<file path="src/rtl/waveform_column_line_generator_defines.svh">
// assertion macros for the waveform column line generator
// used by the top level; expects clk and arst_n in the enclosing scope
`ifndef WAVEFORM_COLUMN_LINE_GENERATOR_DEFINES_SVH
`define WAVEFORM_COLUMN_LINE_GENERATOR_DEFINES_SVH
`ifndef SYNTHESIS
`define WVCL_ASSERT(lbl, prop) \
	lbl: assert property (@(posedge clk) disable iff (!arst_n) (prop)) \
		else $error("%m: check failed");
`define WVCL_ASSERT_IMP(lbl, ante, cons) \
	lbl: assert property (@(posedge clk) disable iff (!arst_n) (ante) |-> (cons)) \
		else $error("%m: check failed");
`else
`define WVCL_ASSERT(lbl, prop)
`define WVCL_ASSERT_IMP(lbl, ante, cons)
`endif
`endif

</file>
<file path="src/rtl/wvcl_pkg.sv">
// shared types and constants for the waveform column line generator
// no dependencies
`timescale 1ns / 1ps

package wvcl_pkg;

	localparam int SAMPLE_W            = 32;
	localparam int SAMPLE_BITS_DEFAULT = 32;
	localparam int IDX_W               = 24;
	localparam int COL_W               = 12;
	localparam int ROW_W               = 11;
	localparam int MAG_W               = 32;
	localparam int CFG_IDX_W           = 3;
	localparam int CFG_DATA_W          = 32;

	localparam int QUO_W     = 12;
	localparam int COL_NUM_W = 38;
	localparam int COL_DEN_W = 25;
	localparam int LEN_NUM_W = 45;
	localparam int LEN_DEN_W = 33;

	localparam logic [COL_W-1:0] COL_SAT = {COL_W{1'b1}};

	localparam logic [IDX_W-1:0]  NUM_SAMPLES_RST  = IDX_W'(1);
	localparam logic [COL_W-1:0]  SCREEN_WIDTH_RST = COL_W'(640);
	localparam logic [ROW_W-1:0]  HALF_HEIGHT_RST  = ROW_W'(240);
	localparam logic [ROW_W-1:0]  FULL_LEN_RST     = ROW_W'(200);
	localparam logic [MAG_W-1:0]  MAX_ABS_RST      = '0;

	typedef enum logic [CFG_IDX_W-1:0] {
		REG_NUM_SAMPLES,
		REG_SCREEN_WIDTH,
		REG_HALF_HEIGHT,
		REG_FULL_LEN,
		REG_MAX_ABS
	} wvcl_reg_t;

	typedef struct packed {
		logic [IDX_W-1:0] num_samples;
		logic [COL_W-1:0] screen_width;
		logic [ROW_W-1:0] half_height;
		logic [ROW_W-1:0] full_len;
		logic [MAG_W-1:0] max_abs;
	} wvcl_cfg_t;

	typedef struct packed {
		logic done;
		logic ovf;
	} wvcl_div_stat_t;

	typedef enum logic [1:0] {
		DIV_IDLE,
		DIV_CHK,
		DIV_RUN
	} wvcl_div_state_t;

	typedef enum logic [2:0] {
		ST_IDLE,
		ST_MUL,
		ST_LOAD,
		ST_DIV,
		ST_FIN
	} wvcl_state_t;

endpackage

</file>
<file path="src/rtl/wvcl_if.sv">
// sample and segment channel interfaces, valid/ready handshake
// depends on wvcl_pkg
`timescale 1ns / 1ps

interface wvcl_in_if import wvcl_pkg::*; ();
	logic                valid;
	logic                ready;
	logic [SAMPLE_W-1:0] sample;
	logic                frame_start;

	modport source (output valid, output sample, output frame_start, input ready);
	modport sink (input valid, input sample, input frame_start, output ready);
endinterface

interface wvcl_out_if import wvcl_pkg::*; ();
	logic             valid;
	logic             ready;
	logic [COL_W-1:0] column;
	logic [ROW_W-1:0] start_row;
	logic [ROW_W-1:0] length;
	logic             step_down;

	modport source (output valid, output column, output start_row, output length,
		output step_down, input ready);
	modport sink (input valid, input column, input start_row, input length,
		input step_down, output ready);
endinterface

</file>
<file path="src/rtl/wvcl_cfg.sv">
// configuration register file with plain write port
// depends on wvcl_pkg
`timescale 1ns / 1ps

module wvcl_cfg import wvcl_pkg::*; (
	input  logic                  clk,
	input  logic                  arst_n,
	input  logic                  cfg_we,
	input  logic [CFG_IDX_W-1:0]  cfg_idx,
	input  logic [CFG_DATA_W-1:0] cfg_wdata,
	output wvcl_cfg_t             cfg
);

	wvcl_cfg_t cfg_q;

	always_ff @(posedge clk or negedge arst_n) begin
		if (!arst_n) begin
			cfg_q.num_samples  <= NUM_SAMPLES_RST;
			cfg_q.screen_width <= SCREEN_WIDTH_RST;
			cfg_q.half_height  <= HALF_HEIGHT_RST;
			cfg_q.full_len     <= FULL_LEN_RST;
			cfg_q.max_abs      <= MAX_ABS_RST;
		end else if (cfg_we) begin
			case (wvcl_reg_t'(cfg_idx))
				REG_NUM_SAMPLES: begin
					cfg_q.num_samples <= cfg_wdata[IDX_W-1:0];
				end
				REG_SCREEN_WIDTH: begin
					cfg_q.screen_width <= cfg_wdata[COL_W-1:0];
				end
				REG_HALF_HEIGHT: begin
					cfg_q.half_height <= cfg_wdata[ROW_W-1:0];
				end
				REG_FULL_LEN: begin
					cfg_q.full_len <= cfg_wdata[ROW_W-1:0];
				end
				REG_MAX_ABS: begin
					cfg_q.max_abs <= cfg_wdata[MAG_W-1:0];
				end
				default: begin
				end
			endcase
		end
	end

	assign cfg = cfg_q;

endmodule

</file>
<file path="src/rtl/wvcl_serial_div.sv">
// bit-serial restoring divider with quotient overflow check
// depends on wvcl_pkg
`timescale 1ns / 1ps

module wvcl_serial_div import wvcl_pkg::*; #(
	parameter int NUM_W = COL_NUM_W,
	parameter int DEN_W = COL_DEN_W,
	parameter int Q_W   = QUO_W
) (
	input  logic             clk,
	input  logic             arst_n,
	input  logic             start,
	input  logic [NUM_W-1:0] num,
	input  logic [DEN_W-1:0] den,
	output logic [Q_W-1:0]   quo,
	output wvcl_div_stat_t   stat
);

	localparam int HI_W  = NUM_W - Q_W;
	localparam int CNT_W = $clog2(Q_W + 1);

	wvcl_div_state_t  state_q, state_d;
	logic [CNT_W-1:0] cnt_q;
	logic [HI_W-1:0]  rem_q;
	logic [Q_W-1:0]   lo_q;
	logic [DEN_W-1:0] den_q;
	logic             ovf_q;
	logic [DEN_W:0]   trial;
	logic [DEN_W:0]   diff;
	logic             ge;

	// one quotient bit per cycle
	assign trial = {rem_q[DEN_W-1:0], lo_q[Q_W-1]};
	assign diff  = trial - {1'b0, den_q};
	assign ge    = trial >= {1'b0, den_q};

	always_comb begin
		state_d = state_q;
		case (state_q)
			DIV_IDLE: begin
				if (start) begin
					state_d = DIV_CHK;
				end
			end
			DIV_CHK: begin
				state_d = DIV_RUN;
			end
			DIV_RUN: begin
				if (cnt_q == CNT_W'(1)) begin
					state_d = DIV_IDLE;
				end
			end
			default: begin
				state_d = DIV_IDLE;
			end
		endcase
	end

	always_ff @(posedge clk or negedge arst_n) begin
		if (!arst_n) begin
			state_q <= DIV_IDLE;
			cnt_q   <= '0;
		end else begin
			state_q <= state_d;
			if (state_q == DIV_CHK) begin
				cnt_q <= CNT_W'(Q_W);
			end else if (state_q == DIV_RUN) begin
				cnt_q <= cnt_q - CNT_W'(1);
			end
		end
	end

	always_ff @(posedge clk) begin
		if (start && state_q == DIV_IDLE) begin
			rem_q <= num[NUM_W-1:Q_W];
			lo_q  <= num[Q_W-1:0];
			den_q <= den;
		end else if (state_q == DIV_CHK) begin
			ovf_q <= rem_q >= HI_W'(den_q);
		end else if (state_q == DIV_RUN) begin
			rem_q <= ge ? HI_W'(diff[DEN_W-1:0]) : HI_W'(trial[DEN_W-1:0]);
			lo_q  <= {lo_q[Q_W-2:0], ge};
		end
	end

	assign quo       = lo_q;
	assign stat.done = state_q == DIV_IDLE;
	assign stat.ovf  = ovf_q;

endmodule

</file>
<file path="src/rtl/waveform_column_line_generator.sv">
// Waveform column line generator: takes one signed sample per request, maps its running
// index to a screen column and, when the sample extends the column's min/max envelope or
// opens a new column, emits one vertical segment (column, start row, length, direction).
// Each sample passes through the states in order: multiply, operand load, divide, where two
// bit-serial restoring dividers (column and length) run side by side, each making an overflow
// check and then a 12-bit quotient; finish, which updates the envelope; and idle, which takes
// the next request. No new sample is accepted until the last one is through.
// A finished segment waits in an output register while the next sample
// is worked on; only a second segment arriving before the first is taken adds stall cycles.
// Depends on wvcl_pkg, wvcl_if, wvcl_cfg, wvcl_serial_div and the assertion macro header.
`timescale 1ns / 1ps
`include "waveform_column_line_generator_defines.svh"

module waveform_column_line_generator import wvcl_pkg::*; #(
	parameter int SAMPLE_BITS = SAMPLE_BITS_DEFAULT
) (
	input  logic                  clk,
	input  logic                  arst_n,
	input  logic                  cfg_we,
	input  logic [CFG_IDX_W-1:0]  cfg_idx,
	input  logic [CFG_DATA_W-1:0] cfg_wdata,
	wvcl_in_if.sink               samples,
	wvcl_out_if.source            segments
);

	wvcl_cfg_t cfg;

	wvcl_state_t state_q, state_d;

	logic signed [SAMPLE_BITS-1:0] s_q;
	logic signed [SAMPLE_BITS-1:0] col_max_q;
	logic signed [SAMPLE_BITS-1:0] col_min_q;
	logic [IDX_W-1:0]              idx_q;
	logic [IDX_W-1:0]              sample_index_q;
	logic [COL_W-1:0]              last_column_q;
	logic [IDX_W+COL_W-1:0]        prod_col_q;
	logic [MAG_W+ROW_W-1:0]        prod_len_q;

	logic [SAMPLE_BITS-1:0] mag;
	logic [IDX_W-1:0]       n_eff;
	logic [IDX_W-1:0]       idx_use;
	logic [COL_NUM_W-1:0]   col_num;
	logic [COL_DEN_W-1:0]   col_den;
	logic [LEN_NUM_W-1:0]   len_num;
	logic [LEN_DEN_W-1:0]   len_den;
	logic [QUO_W-1:0]       col_quo;
	logic [QUO_W-1:0]       len_quo;
	wvcl_div_stat_t         col_stat;
	wvcl_div_stat_t         len_stat;

	logic             accept;
	logic             div_start;
	logic             fin_go;
	logic             draw;
	logic             same_col;
	logic [COL_W-1:0] col_val;
	logic [ROW_W-1:0] len_val;

	logic             out_valid_q;
	logic [COL_W-1:0] out_column_q;
	logic [ROW_W-1:0] out_row_q;
	logic [ROW_W-1:0] out_len_q;
	logic             out_down_q;

	wvcl_cfg u_cfg (
		.clk       (clk),
		.arst_n    (arst_n),
		.cfg_we    (cfg_we),
		.cfg_idx   (cfg_idx),
		.cfg_wdata (cfg_wdata),
		.cfg       (cfg)
	);

	assign accept  = samples.valid && samples.ready;
	assign idx_use = samples.frame_start ? '0 : sample_index_q;

	// two's complement magnitude, most negative value maps to 2^(SAMPLE_BITS-1)
	assign mag   = s_q[SAMPLE_BITS-1] ? (~s_q + SAMPLE_BITS'(1)) : s_q;
	assign n_eff = (cfg.num_samples == '0) ? IDX_W'(1) : cfg.num_samples;

	assign col_num = {prod_col_q, 1'b0} + COL_NUM_W'(n_eff);
	assign col_den = {n_eff, 1'b0};
	assign len_num = {prod_len_q, 1'b0} + LEN_NUM_W'(cfg.max_abs);
	assign len_den = {cfg.max_abs, 1'b0};

	wvcl_serial_div #(
		.NUM_W (COL_NUM_W),
		.DEN_W (COL_DEN_W),
		.Q_W   (QUO_W)
	) u_col_div (
		.clk    (clk),
		.arst_n (arst_n),
		.start  (div_start),
		.num    (col_num),
		.den    (col_den),
		.quo    (col_quo),
		.stat   (col_stat)
	);

	wvcl_serial_div #(
		.NUM_W (LEN_NUM_W),
		.DEN_W (LEN_DEN_W),
		.Q_W   (QUO_W)
	) u_len_div (
		.clk    (clk),
		.arst_n (arst_n),
		.start  (div_start),
		.num    (len_num),
		.den    (len_den),
		.quo    (len_quo),
		.stat   (len_stat)
	);

	// quotient results with saturation
	always_comb begin
		col_val = col_stat.ovf ? COL_SAT : col_quo[COL_W-1:0];
		if (cfg.max_abs == '0) begin
			len_val = '0;
		end else if (len_stat.ovf || (len_quo > QUO_W'(cfg.full_len))) begin
			len_val = cfg.full_len;
		end else begin
			len_val = len_quo[ROW_W-1:0];
		end
	end

	assign same_col = col_val == last_column_q;

	always_comb begin
		draw = 1'b1;
		if (same_col) begin
			draw = (s_q >= col_max_q) || (s_q < col_min_q);
		end
	end

	always_comb begin
		state_d   = state_q;
		div_start = 1'b0;
		fin_go    = 1'b0;
		case (state_q)
			ST_IDLE: begin
				if (samples.valid) begin
					state_d = ST_MUL;
				end
			end
			ST_MUL: begin
				state_d = ST_LOAD;
			end
			ST_LOAD: begin
				div_start = 1'b1;
				state_d   = ST_DIV;
			end
			ST_DIV: begin
				if (col_stat.done && len_stat.done) begin
					state_d = ST_FIN;
				end
			end
			ST_FIN: begin
				fin_go = !draw || !out_valid_q || segments.ready;
				if (fin_go) begin
					state_d = ST_IDLE;
				end
			end
			default: begin
				state_d = ST_IDLE;
			end
		endcase
	end

	assign samples.ready = state_q == ST_IDLE;

	always_ff @(posedge clk or negedge arst_n) begin
		if (!arst_n) begin
			state_q        <= ST_IDLE;
			sample_index_q <= '0;
			last_column_q  <= '0;
			col_max_q      <= '0;
			col_min_q      <= '0;
			out_valid_q    <= 1'b0;
		end else begin
			state_q <= state_d;
			if (accept) begin
				sample_index_q <= idx_use + IDX_W'(1);
				if (samples.frame_start) begin
					last_column_q <= '0;
					col_max_q     <= '0;
					col_min_q     <= '0;
				end
			end
			// envelope update once per sample
			if (fin_go) begin
				if (!same_col) begin
					col_max_q     <= '0;
					col_min_q     <= '0;
					last_column_q <= col_val;
				end else if (s_q >= col_max_q) begin
					col_max_q <= s_q;
				end else if (s_q < col_min_q) begin
					col_min_q <= s_q;
				end
			end
			if (fin_go && draw) begin
				out_valid_q <= 1'b1;
			end else if (segments.ready) begin
				out_valid_q <= 1'b0;
			end
		end
	end

	always_ff @(posedge clk) begin
		if (accept) begin
			s_q   <= samples.sample[SAMPLE_BITS-1:0];
			idx_q <= idx_use;
		end
		if (state_q == ST_MUL) begin
			prod_col_q <= idx_q * cfg.screen_width;
			prod_len_q <= MAG_W'(mag) * cfg.full_len;
		end
		if (fin_go && draw) begin
			out_column_q <= col_val;
			out_row_q    <= cfg.half_height;
			out_len_q    <= len_val;
			out_down_q   <= s_q[SAMPLE_BITS-1];
		end
	end

	assign segments.valid     = out_valid_q;
	assign segments.column    = out_column_q;
	assign segments.start_row = out_row_q;
	assign segments.length    = out_len_q;
	assign segments.step_down = out_down_q;

	`WVCL_ASSERT(div_in_step, col_stat.done == len_stat.done)
	`WVCL_ASSERT(env_order, col_max_q >= col_min_q)
	`WVCL_ASSERT_IMP(len_bounded, state_q == ST_FIN, len_val <= cfg.full_len)
	`WVCL_ASSERT_IMP(out_from_fin, $rose(out_valid_q), $past(state_q) == ST_FIN)

endmodule
</file>
<file path="src/flat_wrapper.sv">
// flat-port wrapper written by rule: the top's interface ports become plain ports
module waveform_column_line_generator_flat import wvcl_pkg::*;
#(
	parameter int SAMPLE_BITS = SAMPLE_BITS_DEFAULT
)
  (clk, arst_n, cfg_we, cfg_idx, cfg_wdata, samples_valid, samples_sample, samples_frame_start, samples_ready, segments_valid, segments_column, segments_start_row, segments_length, segments_step_down, segments_ready);
  wvcl_in_if samples_i ();
  wvcl_out_if segments_i ();
  input  logic clk;
  input  logic arst_n;
  input  logic cfg_we;
  input  logic [CFG_IDX_W-1:0] cfg_idx;
  input  logic [CFG_DATA_W-1:0] cfg_wdata;
  input wire logic [$bits(samples_i.valid)-1:0] samples_valid;
  input wire logic [$bits(samples_i.sample)-1:0] samples_sample;
  input wire logic [$bits(samples_i.frame_start)-1:0] samples_frame_start;
  output wire logic [$bits(samples_i.ready)-1:0] samples_ready;
  output wire logic [$bits(segments_i.valid)-1:0] segments_valid;
  output wire logic [$bits(segments_i.column)-1:0] segments_column;
  output wire logic [$bits(segments_i.start_row)-1:0] segments_start_row;
  output wire logic [$bits(segments_i.length)-1:0] segments_length;
  output wire logic [$bits(segments_i.step_down)-1:0] segments_step_down;
  input wire logic [$bits(segments_i.ready)-1:0] segments_ready;
  assign samples_i.valid = samples_valid;
  assign samples_i.sample = samples_sample;
  assign samples_i.frame_start = samples_frame_start;
  assign samples_ready = samples_i.ready;
  assign segments_valid = segments_i.valid;
  assign segments_column = segments_i.column;
  assign segments_start_row = segments_i.start_row;
  assign segments_length = segments_i.length;
  assign segments_step_down = segments_i.step_down;
  assign segments_i.ready = segments_ready;
  waveform_column_line_generator #(.SAMPLE_BITS(SAMPLE_BITS)) u_core (.clk(clk), .arst_n(arst_n), .cfg_we(cfg_we), .cfg_idx(cfg_idx), .cfg_wdata(cfg_wdata), .samples(samples_i), .segments(segments_i));
endmodule
</file>
<file path="config.mk">
export PLATFORM = sky130hd
export DESIGN_NAME = waveform_column_line_generator_flat
export DESIGN_NICKNAME = d
export VERILOG_FILES = /design/src/rtl/wvcl_pkg.sv /design/src/rtl/wvcl_if.sv /design/src/rtl/wvcl_cfg.sv /design/src/rtl/wvcl_serial_div.sv /design/src/rtl/waveform_column_line_generator.sv /design/src/flat_wrapper.sv
export VERILOG_INCLUDE_DIRS = /design/src /design/src/rtl
export SDC_FILE = /design/constraint.sdc
export NUM_CORES = 2
export LEC_CHECK = 0
export ABC_AREA = 0
export BUFFER_PORTS_ARGS = -buffer_cell sky130_fd_sc_hd__buf_2
export CORE_UTILIZATION = 61
export CTS_CLUSTER_DIAMETER = 30
export DETAILED_ROUTE_END_ITERATION = 16
export PLACE_DENSITY = 0.88
export REMOVE_ABC_BUFFERS = 1
export SLEW_MARGIN = 0
export SYNTH_ARGS = -nofsm -noshare
export SYNTH_HDL_FRONTEND = slang
export SYNTH_SLANG_ARGS = --single-unit
export TNS_END_PERCENT = 20
</file>
<file path="constraint.sdc">
create_clock -name clk -period 20.2 [get_ports clk]
set_clock_uncertainty 0.05 [all_clocks]
set_input_delay 1.01 -clock clk [delete_from_list [all_inputs] [get_ports clk]]
set_output_delay 1.01 -clock clk [all_outputs]
set_load 0.02 [all_outputs]
</file>
; Word-level counts from Yosys, hierarchy flattened
; Cells that the tools add are included.
[totals]
wordCells = 161
in_bits = 73
register_bits = 517
out_inout_bits = 37
[classes]
n_eq_ne = 24
multipliers = 2
reduce_logical = 34
muxes = 52
order_cmp = 7
bitwise_logic = 3
add_sub_neg = 8
[ops]
columns = cell, n
row1 = $mux 32, 12
row2 = $mux 12, 11
row3 = $mux 33, 4
row4 = $mux 26, 3
row5 = $ge 26x25->1, 2
row6 = $mux 24, 2
row7 = $add 44x32->45, 1
row8 = $mul 32x11->43, 1
row9 = $add 37x24->38, 1
row10 = $mul 24x12->36, 1
row11 = $ge 34x33->1, 1
row12 = $ge 33x33->1, 1
row13 = $sub 33x33->33, 1
row14 = $add 32x2->32 const B, 1
row15 = $ge 32x32->1, 1
row16 = $logic_not 32->1, 1
row17 = $lt 32x32->1, 1
row18 = $not 32->32, 1
row19 = $mux 25, 1
row20 = $sub 25x25->25, 1
row21 = $add 24x1->24 const B, 1
row22 = $logic_not 24->1, 1
row23 = $reduce_and 2->1, 11
row24 = $mux 4, 4
row25 = 25 further kinds, 65

; Depth between registers and ports, before layout
[logic_depth]
depth_word = 9
depth_mapped = 31
mapped_depth_nobuf = 29

; Modules after synthesis
; Synthesis repeated with hierarchy kept, for this count alone.
[unflattened]
hier_cells = 5232
hier_area_um2 = 50467.2
[by_module_without_submodules]
columns = mod, cells_each, area_each_um2, n_inst, seq_area_each_um2
row1 = waveform_column_line_generator, 3858, 35789.3, 1, 7707.4
row2 = wvcl_serial_div (u_core.u_len_div), 680, 6418.7, 1, 2522.4
row3 = wvcl_serial_div (u_core.u_col_div), 500, 4834.6, 1, 2072.0
row4 = wvcl_cfg, 194, 3424.5, 1, 2264.7

; Least setup slack after synthesis
; OpenSTA, ideal clock, no wires.
[synth_timing]
path_type = register to register
from = reg u_core.s_q[10]
to = reg u_core.prod_len_q[42] (data pin)
period_less_slack_ns = 8.152
stages_incl_launch_ff = 29
t_required_ns = 19.877
setup_ns = 0.273
path_buffers = 1
arrival_time_ns = 7.829
setup_slack_ns = 12.048
path_cell_list = edfxtp_1 > or4_4 > or3_1 > or2_1 > or3_4 > or4_4 > o21ai_2 > nand2_1 > xor2_1 > buf_2 > and2_1 > fa_1 > fa_1 > fa_1 > fa_1 > inv_1 > fa_1 > inv_1 > ha_1 > a21o_1 > a21oi_1 > o311ai_0 > o31ai_1 > a31oi_1 > a41oi_1 > a211o_1 > nor2_1 > a2111oi_0 > xnor2_1
[synth_between]
elab_chain_cells = 4
[synth_lines]
columns = element, line_no
row1 = start: declaration, waveform_column_line_generator.sv:30  ; logic signed [SAMPLE_BITS-1:0] s_q;
row2 = start signal: assignment, waveform_column_line_generator.sv:211  ; s_q <= samples.sample[SAMPLE_BITS-1:0];
row3 = $not 32->32, waveform_column_line_generator.sv:78  ; assign mag = s_q[SAMPLE_BITS-1] ? (~s_q + SAMPLE_BITS'(1)) : s_q;
row4 = $add 32x2->32, waveform_column_line_generator.sv:78
row5 = $mux 32 *, waveform_column_line_generator.sv:78
row6 = $mul 32x11->43 *, waveform_column_line_generator.sv:216  ; prod_len_q <= MAG_W'(mag) * cfg.full_len;
row7 = end signal: assignment, waveform_column_line_generator.sv:216
row8 = end: declaration, waveform_column_line_generator.sv:37  ; logic [MAG_W+ROW_W-1:0] prod_len_q;
; Every way passes the cells marked *; elsewhere a longest branch is shown, timed or not.
; A chain may end at the register's enable or synchronous reset.

; Worst setup path in the final report
[layout_timing]
from = reg u_core.s_q[3]
to = reg u_core.prod_len_q[42] (data pin)
; The elaborated chain is that of the path after synthesis.

==> impl_metrics.env <==
export IMPL_ys_flop_type="edfxtp_1"
export IMPL_min_path_type="in -> async"
export IMPL_tightest_slew_ns=1.291
export IMPL_first_pass_iters=6
export IMPL_start_kind="flop"
export IMPL_dp_cells=6011
export IMPL_antenna_found_initial=3
export IMPL_instances_no_fill=6220
export IMPL_route_met2_wl_mm=58.65
export IMPL_yosysWarnings=0
export IMPL_grt_total_usage_pct=31.63
export IMPL_period_share_pct=46.74
export IMPL_io_pins=110
export IMPL_wire_per_inst_um=20.57
export IMPL_crit_type="reg -> reg"
export IMPL_h_tree_depth=3
export IMPL_dieWidth_um=285.6
export IMPL_tns_ns=0
export IMPL_area_growth_syn_to_layout_pct=10.51
export IMPL_overflow=0
export IMPL_worstPathRequired_ns=20.55
export IMPL_cp_slowest_cell="xor2_1"
export IMPL_cp_max_fo=11
export IMPL_syn_avg_cell_area_sq_um=9.731
export IMPL_wl_met1_mm=50.26
export IMPL_cts_buffers_inserted=108
export IMPL_fp_dieArea_sq_mm=0.08155
export IMPL_nets=6044
export IMPL_crit_arrival_ns=9.79
export IMPL_synth_compound_area_share_pct=10.71
export IMPL_synth_seq_cells=517
export IMPL_cts_setup_buffers=0
export IMPL_grt_max_degree=104
export IMPL_status="finished, final reports clean"
export IMPL_dpl_hpwl_mm=91.70
export IMPL_async_reset_ff_share_pct=39.85
export IMPL_min_period_ns=9.441
export IMPL_numPortBuffers=109
export IMPL_seq_area_frac_synth_pct=29.57
export IMPL_yosys_area_share_xor_xnor_pct=3.928
export IMPL_route_detailed_drc=0
export IMPL_synth_top_family_by_area="adder cells"
export IMPL_drive_gt1_share_pct=9.541
export IMPL_hold_buffers=0
export IMPL_rsz0062_at_grt="no"
export IMPL_route_vias_total=38190
export IMPL_clock_path_buffers=3
export IMPL_design_area_sq_mm=0.05421
export IMPL_syn_area_sq_mm=0.04905
export IMPL_crit_top_cell="fa_1"
export IMPL_wl_met3_mm=13.91
export IMPL_grt_pass1_vias=38909
export IMPL_max_slew_margin_pct=13.93
export IMPL_grt_pass1_wl_mm=205.1
export IMPL_finalHoldViolCount=0
export IMPL_r2r_slack_ns=10.76
export IMPL_die_height_um=285.6
export IMPL_drt_iter0_drc=3839
export IMPL_rows=103
export IMPL_core_area_sq_mm=0.07926
export IMPL_placed_cell_area_sq_mm=0.05037
export IMPL_synthMuxAreaShare_pct=3.948
export IMPL_cts_tree="done"
export IMPL_critPathMaxStageDelay_ns=0.76
export IMPL_drt_wl_total_mm=127.9
export IMPL_yosysTopAreaCellShare_pct=20.12
export IMPL_yosysTopAreaCell="fa_1"
export IMPL_final_max_slew_viol_count=0
export IMPL_gp_congestion=0.9351
export IMPL_initial_utilization_pct=61.89
export IMPL_synth_edf_count=311
export IMPL_ant_nets=0
export IMPL_synthSimpleGateAreaFrac_pct=14.57
export IMPL_cp_end_kind="flop"
export IMPL_top_layer="met5"
export IMPL_maxCapViolCount=0
export IMPL_clk_latency_ns=0.69
export IMPL_cts_sinks=517
export IMPL_setup_viol=0
export IMPL_synth_cell_types=75
export IMPL_synth_adder_area_share_pct=30.50
export IMPL_cts_root_buffer="clkbuf_16"
export IMPL_syn_inst=5041
export IMPL_fmax_ghz=0.1059
export IMPL_synth_area_leaders="fa_1, edfxtp_1, ha_1, dfrtp_1, inv_1"
export IMPL_cts_clk_slew_worst_paths_ns=0.05
export IMPL_post_cts_resized=0
export IMPL_viasPerCell=6.140
worst paths after layout:
| check | from | endpoint | depth (start not counted) |
|---|---|---|---|
| max | u_core.s_q[3]$_DFFE_PP_ | u_core.prod_len_q[42]$_DFFE_PP_ | 29 |
| min | arst_n | u_core.u_cfg.cfg[31]$_DFFE_PN0P_ | 1 |
| max reg2reg | u_core.s_q[3]$_DFFE_PP_ | u_core.prod_len_q[42]$_DFFE_PP_ | 29 |
| min reg2reg | u_core.u_cfg.cfg[45]$_DFFE_PN0P_ | u_core.segments.start_row[2]$_DFFE_PP_ | 0 |
| max in group asynchronous | arst_n | u_core.last_column_q[2]$_DFF_PN0_ | 3 |
| min in group clk | u_core.u_cfg.cfg[45]$_DFFE_PN0P_ | u_core.segments.start_row[2]$_DFFE_PP_ | 0 |
synth_stat cells (18+ instances only):
| library cell | number |
|---|---|
| or2_2 | 24 |
| nor3_1 | 36 |
| a211oi_1 | 31 |
| fa_1 | 493 |
| nor2_1 | 225 |
| o21ai_0 | 187 |
| dfrtp_1 | 196 |
| and2_1 | 227 |
| xor2_1 | 65 |
| nor4_1 | 23 |
| o31ai_1 | 19 |
| nor2b_1 | 59 |
| edfxtp_1 | 311 |
| mux2_2 | 92 |
| a21oi_1 | 272 |
| a21o_1 | 120 |
| a31oi_1 | 21 |
| nand4_1 | 54 |
| nand2b_1 | 31 |
| nand2_1 | 643 |
| o21a_1 | 46 |
| clkbuf_1 | 206 |
| or3_1 | 21 |
| o21bai_1 | 18 |
| nand3_1 | 92 |
| inv_1 | 662 |
| xnor2_1 | 155 |
| and3_1 | 33 |
| mux2i_1 | 90 |
| ha_1 | 407 |
metal layers:
metal / up-vias / global-route usage (%)
met5: - / 0
met4: 6 / 12.18
met3: 415 / 7.026
met2: 2189 / 50.47
met1: 18646 / 42.31
li1: 16934 / -
layout by cell type (no fill, tap or decap), drive strengths merged, types with 33 or more instances in the layout:
cell type,count
inv,690
nand2,643
fa,493
ha,407
edfxtp,311
a21oi,272
and2,227
nor2,226
dfrtp,196
o21ai,188
xnor2,155
buf,139
a21o,120
clkbuf,119
nand3,92
mux2,92
mux2i,90
xor2,65
nor2b,59
nand4,54
o21a,46
nor3,36
clkinv,36
and3,33
critical path, delay by kind of cell (launching register included):
family	cells	cell delay [ns]
flip-flops	1	0.53
XOR/XNOR	2	0.91
AO/OA/AOI/OAI	9	2.10
AND/OR/NAND/NOR	9	2.39
adder cells (fa/ha/maj)	6	3.01
buffers and inverters	3	0.17
metrics by stage:
stage               hold slack [ns]  setup slack [ns]  util (%)
finish                       0.3468             10.76     68.40
global route                 0.3956             10.24     68.39
CTS                          0.3711             10.79     68.39
detailed placement           0.3834             10.82     63.55
global placement             0.3756             11.21     63.55
floorplan                    0.3711             11.90         -
layout make-up:
type	count	area [sq um]
fillers	5395	25050
repair buffers	139	780.7
flip-flops and latches	517	14510
multi-input cells	3643	31280
well taps	1050	1314
clock inverters	87	1027
clock buffers	119	2804
inverters	662	2486
diodes	3	7.507
cells by family (layout without fill, tap and decap cells):
kind of cell    Yosys count  after routing
flops                   517            517
fa+ha+maj               900            900
simple gates           1502           1502
xor+xnor                220            220
mux                     182            182
other cells               0              3
buf+inv                 881           1007
compound gates          839            839
sequential cells by signal (all words and copies together) (netlist names), 11 cells and up:
signal and flops:
u_core.idx_q 24, u_core.u_len_div.rem_q 33, u_core.s_q 32, u_core.col_max_q 32, u_core.segments.length 11, u_core.last_column_q 12, u_core.u_col_div.den_q 24, u_core.u_len_div.den_q 32
u_core.u_col_div.rem_q 26, u_core.u_col_div.quo 12, u_core.sample_index_q 24, u_core.prod_len_q 43, u_core.u_len_div.quo 12, u_core.u_cfg.cfg 90, u_core.segments.column 12, u_core.col_min_q 32
u_core.segments.start_row 11, u_core.prod_col_q 36
Power is left out: the tool's default activity adds up to more than one toggle a clock period on the data nets, which glitch-free logic cannot reach.
